`config.mk`:
```
export PLATFORM = sky130hd
export DESIGN_NAME = ipv4_forward_decision
export DESIGN_NICKNAME = d
export VERILOG_FILES = /design/src/design/ipv4fd_pkg.sv /design/src/design/ipv4_forward_decision.sv
export SDC_FILE = /design/constraint.sdc
export NUM_CORES = 1
export LEC_CHECK = 0
export ABC_AREA = 1
export ABC_CLOCK_PERIOD_IN_PS = 2500
export BUFFER_PORTS_ARGS = -buffer_cell sky130_fd_sc_hd__clkbuf_2
export CAP_MARGIN = 20
export CORE_MARGIN = 3
export CORE_UTILIZATION = 54
export CTS_CLUSTER_SIZE = 14
export DETAILED_ROUTE_END_ITERATION = 10
export PLACE_DENSITY = 0.84
export SLEW_MARGIN = 25
export SYNTH_ARGS = -nofsm -noshare
export SYNTH_HDL_FRONTEND = slang
export SYNTH_SLANG_ARGS = --single-unit
export TNS_END_PERCENT = 30
```
`constraint.sdc`:
```
create_clock -name clk_i -period 2.5 [get_ports clk_i]
set_input_delay 0.375 -clock clk_i [delete_from_list [all_inputs] [get_ports clk_i]]
set_output_delay 0.375 -clock clk_i [all_outputs]
set_load 0.02 [all_outputs]
```
`src/design/ipv4fd_pkg.sv`:
```
// ----------------------------------------------------------------------------
// IPv4 forwarding decision package
// Shared widths, register indexes, action codes and protocol constants.
// ----------------------------------------------------------------------------
package ipv4fd_pkg;

  // Number of interfaces that take part in matching (1 to 3).
  localparam int unsigned NumIfaces  = 3;
  // Interface register slots provided by the configuration port.
  localparam int unsigned IfaceSlots = 3;

  localparam int unsigned AddrW   = 32;
  localparam int unsigned IfaceW  = 2;
  localparam int unsigned TtlW    = 8;
  localparam int unsigned SumW    = 16;
  localparam int unsigned ByteW   = 8;
  localparam int unsigned ActionW = 3;
  localparam int unsigned CfgIdxW = 3;

  // Stream payload widths, padded to whole bytes.
  localparam int unsigned InDataW  = 80;
  localparam int unsigned OutDataW = 32;

  // Configuration register indexes.
  localparam logic [CfgIdxW-1:0] RegIf0Addr  = 3'd0;
  localparam logic [CfgIdxW-1:0] RegIf0Mask  = 3'd1;
  localparam logic [CfgIdxW-1:0] RegIf1Addr  = 3'd2;
  localparam logic [CfgIdxW-1:0] RegIf1Mask  = 3'd3;
  localparam logic [CfgIdxW-1:0] RegIf2Addr  = 3'd4;
  localparam logic [CfgIdxW-1:0] RegIf2Mask  = 3'd5;
  localparam logic [CfgIdxW-1:0] RegGateway  = 3'd6;

  // Result action codes.
  localparam logic [ActionW-1:0] ActLocal     = 3'd0;
  localparam logic [ActionW-1:0] ActForward   = 3'd1;
  localparam logic [ActionW-1:0] ActNoRoute   = 3'd2;
  localparam logic [ActionW-1:0] ActSameIface = 3'd3;
  localparam logic [ActionW-1:0] ActTtlError  = 3'd4;
  localparam logic [ActionW-1:0] ActTtlQuiet  = 3'd5;

  // Protocol and ICMP type codes.
  localparam logic [ByteW-1:0] ProtoIcmp     = 8'd1;
  localparam logic [ByteW-1:0] IcmpEchoReply = 8'd0;
  localparam logic [ByteW-1:0] IcmpEcho      = 8'd8;

  // Checksum adjustment for a TTL decrement of one.
  localparam logic [SumW-1:0] TtlSumStep = 16'h0100;

endpackage

```
`src/design/ipv4_forward_decision.sv`:
```
// An accepted input beat passes through the input register and the result register to the master side.
// Throughput: one header per cycle while the master side accepts; an input register feeds a result register.
// Back-pressure on the master side holds the result register; the input side
// stalls only once both stages hold a beat.
// Reset (rst_ni low, asynchronous) empties both stages and clears all
// configuration registers to zero.
// ----------------------------------------------------------------------------
// IPv4 forwarding decision
// Local delivery check, masked subnet route lookup with default gateway,
// same-interface drop, TTL expiry handling and TTL/checksum update.
// ----------------------------------------------------------------------------
module ipv4_forward_decision (
  input  logic                              clk_i,
  input  logic                              rst_ni,
  // Configuration write channel
  input  logic                              cfg_valid_i,
  output logic                              cfg_ready_o,
  input  logic [ipv4fd_pkg::CfgIdxW-1:0]    cfg_index_i,
  input  logic [ipv4fd_pkg::AddrW-1:0]      cfg_data_i,
  // Header input stream
  input  logic                              s_axis_tvalid,
  output logic                              s_axis_tready,
  // tdata from bit 0: arrival_iface[1:0], dest_address[33:2], hop_limit[41:34],
  // header_sum[57:42], protocol_number[65:58], icmp_kind[73:66], zero pad
  input  logic [ipv4fd_pkg::InDataW-1:0]    s_axis_tdata,
  // tuser: locally_originated[0]
  input  logic                              s_axis_tuser,
  // Decision output stream
  output logic                              m_axis_tvalid,
  input  logic                              m_axis_tready,
  // tdata from bit 0: target_iface[1:0], new_hop_limit[9:2],
  // new_header_sum[25:10], zero pad
  output logic [ipv4fd_pkg::OutDataW-1:0]   m_axis_tdata,
  // tuser: action[2:0]
  output logic [ipv4fd_pkg::ActionW-1:0]    m_axis_tuser
);

  // Configuration registers.
  logic [ipv4fd_pkg::AddrW-1:0] addr_q [ipv4fd_pkg::IfaceSlots];
  logic [ipv4fd_pkg::AddrW-1:0] mask_q [ipv4fd_pkg::IfaceSlots];
  logic [ipv4fd_pkg::AddrW-1:0] gateway_q;

  // Input stage.
  logic                           in_valid_q;
  logic                           lorig_q;
  logic [ipv4fd_pkg::IfaceW-1:0]  arrival_q;
  logic [ipv4fd_pkg::AddrW-1:0]   dest_q;
  logic [ipv4fd_pkg::TtlW-1:0]    ttl_q;
  logic [ipv4fd_pkg::SumW-1:0]    sum_q;
  logic [ipv4fd_pkg::ByteW-1:0]   proto_q;
  logic [ipv4fd_pkg::ByteW-1:0]   kind_q;

  // Result stage.
  logic                            out_valid_q;
  logic [ipv4fd_pkg::ActionW-1:0]  action_q, action_d;
  logic [ipv4fd_pkg::IfaceW-1:0]   target_q, target_d;
  logic [ipv4fd_pkg::TtlW-1:0]     new_ttl_q, new_ttl_d;
  logic [ipv4fd_pkg::SumW-1:0]     new_sum_q, new_sum_d;

  logic res_ready;
  logic in_advance;

  // Configuration writes are always accepted.
  assign cfg_ready_o = 1'b1;

  always_ff @(posedge clk_i or negedge rst_ni) begin
    if (!rst_ni) begin
      for (int i = 0; i < ipv4fd_pkg::IfaceSlots; i++) begin
        addr_q[i] <= '0;
        mask_q[i] <= '0;
      end
      gateway_q <= '0;
    end else if (cfg_valid_i) begin
      case (cfg_index_i)
        ipv4fd_pkg::RegIf0Addr: addr_q[0] <= cfg_data_i;
        ipv4fd_pkg::RegIf0Mask: mask_q[0] <= cfg_data_i;
        ipv4fd_pkg::RegIf1Addr: addr_q[1] <= cfg_data_i;
        ipv4fd_pkg::RegIf1Mask: mask_q[1] <= cfg_data_i;
        ipv4fd_pkg::RegIf2Addr: addr_q[2] <= cfg_data_i;
        ipv4fd_pkg::RegIf2Mask: mask_q[2] <= cfg_data_i;
        ipv4fd_pkg::RegGateway: gateway_q <= cfg_data_i;
        default: ;
      endcase
    end
  end

  // Handshake: the result register takes a new value when empty or when drained.
  assign res_ready     = !out_valid_q || m_axis_tready;
  assign in_advance    = in_valid_q && res_ready;
  assign s_axis_tready = !in_valid_q || res_ready;

  // Input register valid flag.
  always_ff @(posedge clk_i or negedge rst_ni) begin
    if (!rst_ni) begin
      in_valid_q <= 1'b0;
    end else if (s_axis_tready) begin
      in_valid_q <= s_axis_tvalid;
    end
  end

  // Input register payload, unpacked from the beat.
  always_ff @(posedge clk_i) begin
    if (s_axis_tvalid && s_axis_tready) begin
      lorig_q   <= s_axis_tuser;
      arrival_q <= s_axis_tdata[1:0];
      dest_q    <= s_axis_tdata[33:2];
      ttl_q     <= s_axis_tdata[41:34];
      sum_q     <= s_axis_tdata[57:42];
      proto_q   <= s_axis_tdata[65:58];
      kind_q    <= s_axis_tdata[73:66];
    end
  end

  // Decision logic between the input and result registers.
  always_comb begin
    logic                          local_hit;
    logic [ipv4fd_pkg::IfaceW-1:0] local_idx;
    logic                          dest_hit;
    logic [ipv4fd_pkg::IfaceW-1:0] dest_idx;
    logic                          gw_hit;
    logic [ipv4fd_pkg::IfaceW-1:0] gw_idx;
    logic                          route_ok;
    logic [ipv4fd_pkg::IfaceW-1:0] route_idx;
    logic                          arrival_ok;
    logic                          quiet;
    logic [ipv4fd_pkg::SumW:0]     sum_ext;

    local_hit = 1'b0;
    local_idx = '0;
    dest_hit  = 1'b0;
    dest_idx  = '0;
    gw_hit    = 1'b0;
    gw_idx    = '0;

    // Lowest-numbered interface wins in every search.
    for (int i = 0; i < ipv4fd_pkg::NumIfaces; i++) begin
      if (!local_hit && dest_q == addr_q[i]) begin
        local_hit = 1'b1;
        local_idx = ipv4fd_pkg::IfaceW'(i);
      end
      if (!dest_hit && ((dest_q & mask_q[i]) == (addr_q[i] & mask_q[i]))) begin
        dest_hit = 1'b1;
        dest_idx = ipv4fd_pkg::IfaceW'(i);
      end
      if (!gw_hit && ((gateway_q & mask_q[i]) == (addr_q[i] & mask_q[i]))) begin
        gw_hit = 1'b1;
        gw_idx = ipv4fd_pkg::IfaceW'(i);
      end
    end

    route_ok   = dest_hit || gw_hit;
    route_idx  = dest_hit ? dest_idx : gw_idx;
    arrival_ok = {30'd0, arrival_q} < 32'(ipv4fd_pkg::NumIfaces);
    quiet      = (proto_q == ipv4fd_pkg::ProtoIcmp) &&
                 (kind_q != ipv4fd_pkg::IcmpEcho) &&
                 (kind_q != ipv4fd_pkg::IcmpEchoReply);

    // Ones-complement add with end-around carry; the carry cannot ripple again.
    sum_ext = {1'b0, sum_q} + {1'b0, ipv4fd_pkg::TtlSumStep};

    action_d  = ipv4fd_pkg::ActNoRoute;
    target_d  = '0;
    new_ttl_d = ttl_q;
    new_sum_d = sum_q;

    if (!lorig_q && local_hit) begin
      action_d = ipv4fd_pkg::ActLocal;
      target_d = local_idx;
    end else if (!route_ok) begin
      action_d = ipv4fd_pkg::ActNoRoute;
    end else if (lorig_q) begin
      action_d = ipv4fd_pkg::ActForward;
      target_d = route_idx;
    end else if (route_idx == arrival_q) begin
      action_d = ipv4fd_pkg::ActSameIface;
      target_d = route_idx;
    end else if (ttl_q <= ipv4fd_pkg::TtlW'(1)) begin
      if (!arrival_ok) begin
        action_d = ipv4fd_pkg::ActTtlQuiet;
      end else begin
        action_d = quiet ? ipv4fd_pkg::ActTtlQuiet : ipv4fd_pkg::ActTtlError;
        target_d = arrival_q;
      end
    end else begin
      action_d  = ipv4fd_pkg::ActForward;
      target_d  = route_idx;
      new_ttl_d = ttl_q - ipv4fd_pkg::TtlW'(1);
      new_sum_d = sum_ext[ipv4fd_pkg::SumW-1:0] + ipv4fd_pkg::SumW'(sum_ext[ipv4fd_pkg::SumW]);
    end
  end

  // Result register valid flag.
  always_ff @(posedge clk_i or negedge rst_ni) begin
    if (!rst_ni) begin
      out_valid_q <= 1'b0;
    end else if (res_ready) begin
      out_valid_q <= in_valid_q;
    end
  end

  // Result register payload.
  always_ff @(posedge clk_i) begin
    if (in_advance) begin
      action_q  <= action_d;
      target_q  <= target_d;
      new_ttl_q <= new_ttl_d;
      new_sum_q <= new_sum_d;
    end
  end

  assign m_axis_tvalid = out_valid_q;
  assign m_axis_tuser  = action_q;
  assign m_axis_tdata  = {6'd0, new_sum_q, new_ttl_q, target_q};

`ifndef SYNTHESIS
  // A header leaving the input register always lands in the result register.
  a_advance_lands: assert property (@(posedge clk_i) disable iff (!rst_ni)
    in_advance |=> out_valid_q)
    else $error("advanced header did not reach the result register");

  // The input side only stalls when both stages hold a beat.
  a_stall_full: assert property (@(posedge clk_i) disable iff (!rst_ni)
    !s_axis_tready |-> (in_valid_q && out_valid_q && !m_axis_tready))
    else $error("input stalled with a free stage");

  // A packet without a route always reports interface zero.
  a_noroute_iface: assert property (@(posedge clk_i) disable iff (!rst_ni)
    (out_valid_q && action_q == ipv4fd_pkg::ActNoRoute) |-> (target_q == '0))
    else $error("no-route result with non-zero interface");

  // Time-exceeded errors go out on an existing interface.
  a_ttl_error_iface: assert property (@(posedge clk_i) disable iff (!rst_ni)
    (out_valid_q && action_q == ipv4fd_pkg::ActTtlError) |->
      ({30'd0, target_q} < 32'(ipv4fd_pkg::NumIfaces)))
    else $error("time-exceeded result on a missing interface");
`endif

endmodule

```
==> results of run 1 <==
[worst min path at each step]
stage                           startpoint            end  slack, ps  depth (start not counted)
final                     s_axis_tdata[17]     dest_q[15]          7                          1
after global routing      s_axis_tdata[35]       ttl_q[1]          3                          1
after CTS                 s_axis_tdata[17]     dest_q[15]        0.5                          1
after detailed placement            rst_ni     addr_q[87]        440                          1
after global placement              rst_ni  gateway_q[23]        440                          1
after floorplan                     rst_ni      addr_q[0]         80                          0
[stage by stage]
stage                     hold WS [ps]  setup slack (ps)  cell area (um^2)
final                             6.89              -383             21100
after detailed placement           440              -385             18800
after CTS                        0.507              -106             20500
after floorplan                   79.4              82.5             16900
after global routing              3.04              -530             21100
after global placement             436              -191             18800
[sequential cells by signal, summed over array words and instances (netlist names), 2 cells and up]
name / flops
m_axis_tuser: 3
new_ttl_q: 8
kind_q: 7
sum_q: 16
new_sum_q: 16
proto_q: 8
addr_q: 96
target_q: 2
dest_q: 32
ttl_q: 8
mask_q: 96
arrival_q: 2
gateway_q: 32
[what timing repair did]
action                                 CTS  global route
resized for setup                       79           117
hold buffers                             1             1
endpoints found under the hold margin   78             1
setup endpoints to repair               29            29
pin swaps                               30            36
buffers inserted                        25            27
gates cloned                             3             0
[placed cells by master (no fill, tap or decap), types with 44 or more instances in the layout]
| master | synthesis | final |
|---|---|---|
| o21ai_0 | 234 | 228 |
| nand2_1 | 888 | 846 |
| nand3_1 | 240 | 207 |
| inv_1 | 247 | 216 |
| dfrtp_1 | 226 | 220 |
| nor2_1 | 106 | 75 |
| nand2_2 | 7 | 44 |
| edfxtp_1 | 103 | 103 |
| buf_4 | 8 | 142 |
| clkbuf_2 | 0 | 143 |
[kinds of logic after synthesis]
family,Yosys count,synth area share [%]
AND/OR/NAND/NOR,1304,31.9
AO/OA/AOI/OAI,254,7.76
flip-flops,329,51.9
other,2,0.0446
XOR/XNOR,14,0.728
buffers and inverters,304,7.15
adder cells (fa/ha/maj),6,0.446
[final cells by class]
type	count	area share, %
clock inverter	17	1.01
sequential	329	41.5
timing repair buffer	309	10.1
timing repair inverter	1	0.0297
inverter	250	4.54
tap	396	2.35
multi-input combinational	1587	35.7
clock buffer	49	4.75
[power by group through the flow]
stage | Clock [mW] | Sequential (mW) | Combinational [mW]
floorplan | 0 | 7.19 | 2.30
global placement | 0 | 7.27 | 3.60
detailed placement | 0 | 7.32 | 3.74
CTS | 5.53 | 7.24 | 3.90
global route | 5.78 | 7.41 | 4.70
finish | 5.53 | 7.31 | 4.27
[worst reg2reg max path, stage by stage, from the launching register on]
cell	delay, ps
edfxtp_1	420
ha_4	170
nand2_4	70
nor2_4	150
nand2_2	90
nor3_4	180
ha_4	220
buf_6	110
nand3_4	80
inv_2	80
nand4_1	160
nor2_2	150
nand2_2	110
nor2_4	140
nand3_2	90
o21ai_2	120
nand3_2	130
xor2_1	170
[layer usage]
| metal | up-vias | global-route usage, % |
|---|---|---|
| li1 | 7717 | - |
| met1 | 7916 | 43.1 |
| met2 | 1208 | 51.2 |
| met3 | 294 | 5.28 |
| met4 | 0 | 14.7 |
| met5 | - | 0 |
==> results.md, run 1 <==
- FF+latch count, synth: 329
- Layout cells sized above 1: 21.3%
- Post-synth EDFFs: 103
- Internal power: 11.2 mW
- Total gr overflow: 0
- Worst path depth: 17
- Max Clock Skew: around 26 ps
- Post-Place Cells: 2819
- H-tree Lvls: 2
- Antenna diodes: 0
- Most common cell in the netlist: nand2_1
- Final slew viol count: 0
- All-Layer GR Usage: roughly a third
- CP Capture Point: new_sum_q[15]
- DRC: 0
- ANT nets after route: 0
- Status: finished, violations left
- CP Max Fanout: 2
- Top Layer Used: met4
- GPL Wtd Cong: 1.05
- Non-Filler Instances: 2938
- CTS tree: done
- Ys Warns: 0
- FF/Latch Area: 8760 um^2
- Slew @ Worst Pin: 755 ps
- Fillers: 2291
- TritonRoute pass-1 iters: 6
- Design Power: between 15 and 20 mW
- Via count: 17100
- Clock Root Buffer: clkbuf_16
- Clock sink count: about 330
- Nets: 2641
- TNS Setup: -3940 ps
- Core box area: 30700 um^2
- Max clock buf depth: 3
- Worst EP arrival: 3160 ps
- Asr flop ratio synth: 68.7%
- Synth-to-Final Area Change: 25.2%
- Period utilization: 115%
- R2R Path End: new_sum_q[15]
- CP delay by family, top: simple AND/OR/NAND/NOR gates
- Metal2 WL: 26000 um
- Vias in the first global route: ~16000
- Die Ht: 183 um
- Main synth FF type: dfrtp_1
- Pin count of the biggest net entering global routing: 86
- Port buffer count: 144
- MaxCap Viol Count: 0
- Clock network latency to the later pin of the worst-skew pair: 540 ps
- Initial core utilization: 54.9%
- CP peak stage delay: 420 ps
- Fin worst setup slack: -383 ps
- Fin crit period: 2880 ps
- Detailed placement HPWL: between 30000 and 40000 um
- Critical path buffers and inverters: 2
- Clock-pin slew on the worst setup and hold paths: 70 ps
- Total CTS buffers: 36
- Worst r2r src: sum_q[8]
- Die ar.: 33400 um^2
- Site Rows: 64
- Final hold vios: 0
- Util after Layout: 68.8%
- Crit path cell chain: ha_4, nand2_4, nor2_4, nand2_2, nor3_4, ha_4, buf_6, nand3_4, inv_2, nand4_1, nor2_2, nand2_2, nor2_4, nand3_2, o21ai_2, nand3_2, xor2_1
- Die width: 183 um
- Most frequent cells after synthesis: nand2_1 (888), inv_1 (247), nand3_1 (240)
- Endpoints failing setup: 27
- Wl on met1: ~21000 um
- Hold Path Class: primary input to register
- Post-Syn Area: roughly 17000 um^2
- Sequential fraction of the synthesis area: 51.9%
- Sequential power share: 42.7%
- Reg2reg setup slack: -380 ps
- PD cells: 811 nW/um^2
- Worst R2R Path Depth: 17
- Syn Area/Cell: 7.61 um^2
- Setup crit end kind: register
- Switch Pwr: 5.88 mW
- Vias per Instance: 5.83
- Initial antenna violation count: 0
- Area share of the largest cell type after synthesis: 33.6%
- Clock share of power: 32.3%
- Multi-input logic area: 7520 um^2
- Initial DRC Count: between 2000 and 2500
- Critical path's slowest cell: edfxtp_1
- Synth area leaders: dfrtp_1 (34%), nand2_1 (20%), edfxtp_1 (18%)
- DR WL met3: 6060 um
- I/O pins: about 160
- Leak: 10.7 nW
- Synth area leader: dfrtp_1
- Worst setup path class: register to register
- Crit path launch: sum_q[8]
- Post-Synthesis Cells: 2213
- Worst ir drop on vdd: 0.510 mV
- CP startpoint kind: register
- Part of the power in combinational logic: between 20% and 30%
- Final Routed Wirelength: 56800 um
- RSZ-0062 raised after global routing: true
- Failing checks: setup timing
- First-pass GRT wire length: around 84000 um
- Distinct cells, synth: 37
- Fmax: 0.347 GHz
- Avg WL per Cell: 19.3 um
- Slew HR: between 40% and 50%
- CP required: 2780 ps
- Switching share of power: about a third
Note: power is estimated with default switching activity, not from simulation.
==> inputs of run 2 (changes only) <==
- ABC_CLOCK_PERIOD_IN_PS: 2500 -> 3290
- PLACE_DENSITY: 0.84 -> 0.81
- clock period: 2.5 -> 3.29 ns (I/O delays scaled with it)
==> run 2 against run 1 <==
- the flow now finishes without violations
- first-iteration DRC count fell by 27%
- critical path depth rose by 1
- via count fell by 9.8%
- clock skew fell by 14 ps
- critical endpoint is now new_sum_q[12]
==> results.md, run 2 (synthesis results as in run 1) <==
- Nets: 2489
- Worst setup path class: register to register
- Site Rows: 64
- Fmax: 0.334 GHz
- Synth-to-Final Area Change: 13.6%
- CTS resizes: 0
- Die ar.: 33400 um^2
- All-Layer GR Usage: 29.4%
- Avg WL per Cell: 17.7 um
- CP Max Fanout: 5
- RSZ-0062 raised after global routing: false
- Final slew viol count: 0
- DRC: 0
- Vias in the first global route: 14300
- Fin worst setup slack: 297 ps
- Port buffer count: ~140
- CP peak stage delay: approximately 410 ps
- Non-Filler Instances: 2785
- Period utilization: roughly nine tenths
- I/O pins: about 160
- Die width: between 150 and 200 um
- Critical path's slowest cell: edfxtp_1
- Final hold vios: 0
- CP startpoint kind: register
- TritonRoute pass-1 iters: 6
- Status: finished clean
- Max clock buf depth: 3
- Clock-pin slew on the worst setup and hold paths: 60 ps
- PD cells: 631 nW/um^2
- Endpoints failing setup: 0
- Leak: 9.83 nW
- Total gr overflow: 0
- Core box area: 30700 um^2
- Vias per Instance: 5.55
- First-pass GRT wire length: approximately 77000 um
- Pin count of the biggest net entering global routing: 68
- Worst EP arrival: 3250 ps
- Hold Path Class: primary input to register
- Layout cells sized above 1: 10.1%
- Most frequent cells in the layout: nand2_1 (882), inv_1 (246), nand3_1 (239)
- Fin crit period: 2990 ps
- Clock Root Buffer: clkbuf_16
- Via count: 15500
- Clock network latency to the later pin of the worst-skew pair: 510 ps
- Fillers: 2618
- Initial antenna violation count: 1
- CTS tree: done
- Final Routed Wirelength: 49400 um
- Initial core utilization: between 50% and 60%
- Detailed placement HPWL: 36300 um
- Clock sink count: ~330
- Worst ir drop on vdd: 0.440 mV
- GPL Wtd Cong: 0.977
- Total CTS buffers: 36
- Leading registers by flop count: addr_q x96, mask_q x96
- Slew HR: 48.2%
- Die Ht: 183 um
- Initial DRC Count: 1596
- H-tree Lvls: 2
- Setup crit end kind: register
- Max Clock Skew: ~12 ps
- Post-Place Cells: 2719
- DP Worst Slack: 331 ps
- MaxCap Viol Count: 0
- Crit path cell chain: ha_1, nand2_1, nor2_1, nand2_1, nor3_1, ha_1, ha_1, inv_1, nor3_1, nand2_1, inv_1, nand4_1, inv_1, nand2_1, nand3_1, nand4_1, o21ai_0, inv_1
- Commonest non-fill, non-tap cell in the layout: nand2_1
- CP required: 3550 ps
- TNS Setup: 0 ps
- ANT nets after route: 0
- Slew @ Worst Pin: between 700 and 800 ps
-- run 2: cell count changes in the layout (fill, tap and decap cells not counted), moves of 29 or more --
| cell | change |
|---|---|
| buf_4 | -131 |
| inv_1 | +30 |
| inv_2 | -29 |
| nand2_1 | +36 |
| nand2_2 | -31 |
| nand3_1 | +32 |
| nand3_2 | -30 |
| nor2_1 | +31 |
-- run 2: final cells by class --
type	count	area, um^2	area share (%)
clock inverters	11	78.8	0.412
diodes	1	2.50	0.0131
inverters	250	942	4.92
well taps	396	495	2.59
clock buffers	53	1040	5.41
multi-input cells	1585	6940	36.2
flip-flops and latches	329	8750	45.7
repair buffers	160	903	4.72
-- run 2: through the flow --
step	total power [mW]	hold slack (ps)	util (%)	cell area, um^2
floorplan	7.21	198	-	16900
global placement	8.08	475	58.7	18000
detailed placement	8.21	491	58.7	18000
CTS	12.1	144	62.4	19100
global route	12.7	144	62.4	19100
finish	12.1	154	62.4	19100
-- run 2: timing repair --
action                                  4_1_cts  5_1_grt
hold endpoints to repair                     64        0
hold buffers                                  1        0
endpoints found under the setup margin        0        0
setup buffers                                 0        0
-- run 2: routing by layer --
| layer | global-route usage, % | wire length, um | vias up | share of wire (%) |
|---|---|---|---|---|
| li1 | - | - | 7402 | - |
| met1 | 40.0 | 19500 | 7194 | 39 |
| met2 | 48.4 | 23000 | 745 | 46 |
| met3 | 4.80 | 4960 | 119 | 10 |
| met4 | 10.1 | 2000 | 0 | 4.1 |
| met5 | 0 | 0 | - | 0 |
-- run 2: where the power goes --
part           internal (mW)  switching, mW
sequential              4.89          0.642
clock                   2.26           1.60
combinational          0.883           1.80
-- run 2: final timing paths --
path	startpoint	to	slack [ps]	cells after the start
setup / recovery	sum_q[9]	new_sum_q[12]	300	18
setup reg to reg	sum_q[9]	new_sum_q[12]	300	18
hold / removal	s_axis_tdata[11]	dest_q[9]	150	1
hold reg to reg	mask_q[25]	mask_q[25]	520	2
max in group asynchronous	rst_ni	mask_q[83]	1870	3
min in group asynchronous	rst_ni	mask_q[55]	550	2
-- run 2: worst max-delay path, delay by kind of cell, from the launching register on --
kind,cells,cell delay (ps)
AO/OA/AOI/OAI,1,80
adder cells (fa/ha/maj),3,640
flip-flops,1,410
AND/OR/NAND/NOR,10,1250
buffers and inverters,4,360
==> inputs of run 3 (changes only) <==
- PLACE_DENSITY: 0.81 -> 0.74
- SLEW_MARGIN: 25 -> 20
==> run 3 against run 2 <==
- global-route usage rose by 1.2 points
- clock power rose by 5.7%
- cell area rose by 0.25%
- largest cell class unchanged
==> results.md, run 3 (synthesis results as in run 1) <==
- CTS tree: done
- Total CTS buffers: 37
- Final Routed Wirelength: about 51000 um
- Max clock buf depth: 3
- Critical path's slowest cell: edfxtp_1
- Clock-pin slew on the worst setup and hold paths: around 60 ps
- Final Cell Area: 19200 um^2
- Worst R2R Path Depth: 18
- Final slew viol count: 0
- Status: finished clean
- Worst path depth: 18
- CP Capture Point: new_sum_q[12]
- Worst ir drop on vdd: 0.441 mV
- Vias per Instance: 5.51
- Detailed placement HPWL: 36700 um
- Via count: 15400
- Endpoints failing setup: 0
- Die width: 183 um
- Critical path buffers and inverters: 4
- Commonest non-fill, non-tap cell in the layout: nand2_1
- Worst EP arrival: between 3000 and 4000 ps
- DP Worst Slack: 393 ps
- Reg2reg setup slack: between 300 and 400 ps
- Fin worst setup slack: 361 ps
- TritonRoute pass-1 iters: 7
- Setup crit end kind: register
- Clock sink count: between 300 and 400
- CP required: between 3000 and 4000 ps
- Clock network latency to the later pin of the worst-skew pair: 520 ps
- Worst r2r src: sum_q[9]
- CP Max Fanout: 5
- First-pass GRT wire length: 79400 um
- RSZ-0062 raised after global routing: false
- Clock Root Buffer: clkbuf_16
- Leading registers by flop count: addr_q x96, mask_q x96
- Pin count of the biggest net entering global routing: 75
- Core box area: 30700 um^2
- Period utilization: between 80 and 90%
- Initial DRC Count: 1804
- Most frequent cells in the layout: nand2_1 (882), inv_1 (246), nand3_1 (239)
- Crit path launch: sum_q[9]
- Post-Place Cells: 2719
- CP startpoint kind: register
- Synth-to-Final Area Change: 13.9%
- Total gr overflow: 0
- Fillers: 2656
- GPL Wtd Cong: 0.985
- Fin crit period: 2930 ps
- CP delay by family, top: simple AND/OR/NAND/NOR gates
- Area after DPL: 18000 um^2
- Slew HR: 45.9%
- Fmax: about 0.34 GHz
- H-tree Lvls: 2
- I/O pins: 159
- All-Layer GR Usage: 30.6%
- MaxCap Viol Count: 0
- ANT nets after route: 0
- Vias in the first global route: 14500
- Die ar.: 33400 um^2
- Nets: 2490
- Leak: 9.85 nW
- # Post-CTS Setup Buffers: 0
- Site Rows: 64
- Port buffer count: ~140
- Slew @ Worst Pin: ~800 ps
- Layout cells sized above 1: between 10 and 15%
- Crit path cell chain: ha_1, nand2_1, nor2_1, nand2_1, nor3_1, ha_1, ha_1, inv_1, nor3_1, nand2_1, inv_1, nand4_1, inv_1, nand2_1, nand3_1, nand4_1, o21ai_0, inv_1
- Antenna diodes: 0
- Avg WL per Cell: 18.3 um
- Max Clock Skew: 17.9 ps
- Design Power: 12.3 mW
- Hold Path Class: primary input to register
- Final hold vios: 0
- CP peak stage delay: 410 ps
- PD cells: roughly 640 nW/um^2
- Initial core utilization: 54.9%
- TNS Setup: 0 ps
- R2R Path End: new_sum_q[12]
- Die Ht: 183 um
- Non-Filler Instances: between 2000 and 3000
- Initial antenna violation count: 1
- Worst setup path class: register to register
- DRC: 0
==> run 3: cell types whose count changed in the layout (fill, tap and decap cells not counted) <==
cell	delta
buf_12	-2
buf_4	+2
clkbuf_16	+2
bufinv_16	+1
clkbuf_1	-1
clkinv_1	-1
clkinv_2	-1
diode_2	-1
inv_6	+1
==> run 3: worst reg2reg max path, delay by kind of cell, from the launching register on <==
kind	cells	cell delay, ps
flip-flops	1	410
adder cells (fa/ha/maj)	3	610
AND/OR/NAND/NOR	10	1200
AO/OA/AOI/OAI	1	110
buffers and inverters	4	350
==> run 3: cell type report <==
type / count / area [um^2] / area share (%)
well taps: 396 / 495 / 2.58
flip-flops and latches: 329 / 8750 / 45.6
repair buffers: 160 / 878 / 4.58
inverters: 250 / 942 / 4.91
multi-input cells: 1585 / 6940 / 36.1
clock buffers: 54 / 1080 / 5.64
clock inverters: 11 / 109 / 0.567
==> run 3: per-layer routing <==
metal	GRT usage, %	part of all wire [%]	vias to the layer above
met2	49.9	47	668
met5	0	0.028	-
met4	9.84	3.6	2
met1	42.1	41	7159
met3	5.18	8.9	125
li1	-	-	7404
==> run 3: through the flow <==
step	hold slack, ps	utilization, %
3_5_place_dp	470	58.7
2_1_floorplan	198	-
5_1_grt	130	62.6
6_report	141	62.6
4_1_cts	126	62.6
3_3_place_gp	459	58.7
==> run 3: power by group <==
part / total (mW) / switching, mW / internal, mW
combinational: 2.69 / 1.81 / 0.881
clock: 4.08 / 1.64 / 2.44
sequential: 5.54 / 0.653 / 4.89
total: 12.3 / 4.11 / 8.21
==> run 3: how the worst min path moves through the flow <==
| stage | startpoint | end | slack, ps | depth (start not counted) |
|---|---|---|---|---|
| after floorplan | rst_ni | addr_q[0] | 200 | 0 |
| after global placement | rst_ni | addr_q[93] | 460 | 1 |
| after detailed placement | rst_ni | mask_q[93] | 470 | 1 |
| after CTS | s_axis_tdata[52] | sum_q[10] | 130 | 1 |
| after global routing | s_axis_tdata[35] | ttl_q[1] | 130 | 1 |
| final | s_axis_tdata[42] | sum_q[0] | 140 | 1 |
==> run 3: what timing repair did <==
action	4_1_cts	5_1_grt
resized for setup	0	0
hold buffers	1	0
endpoints found under the setup margin	0	0
hold endpoints to repair	63	0
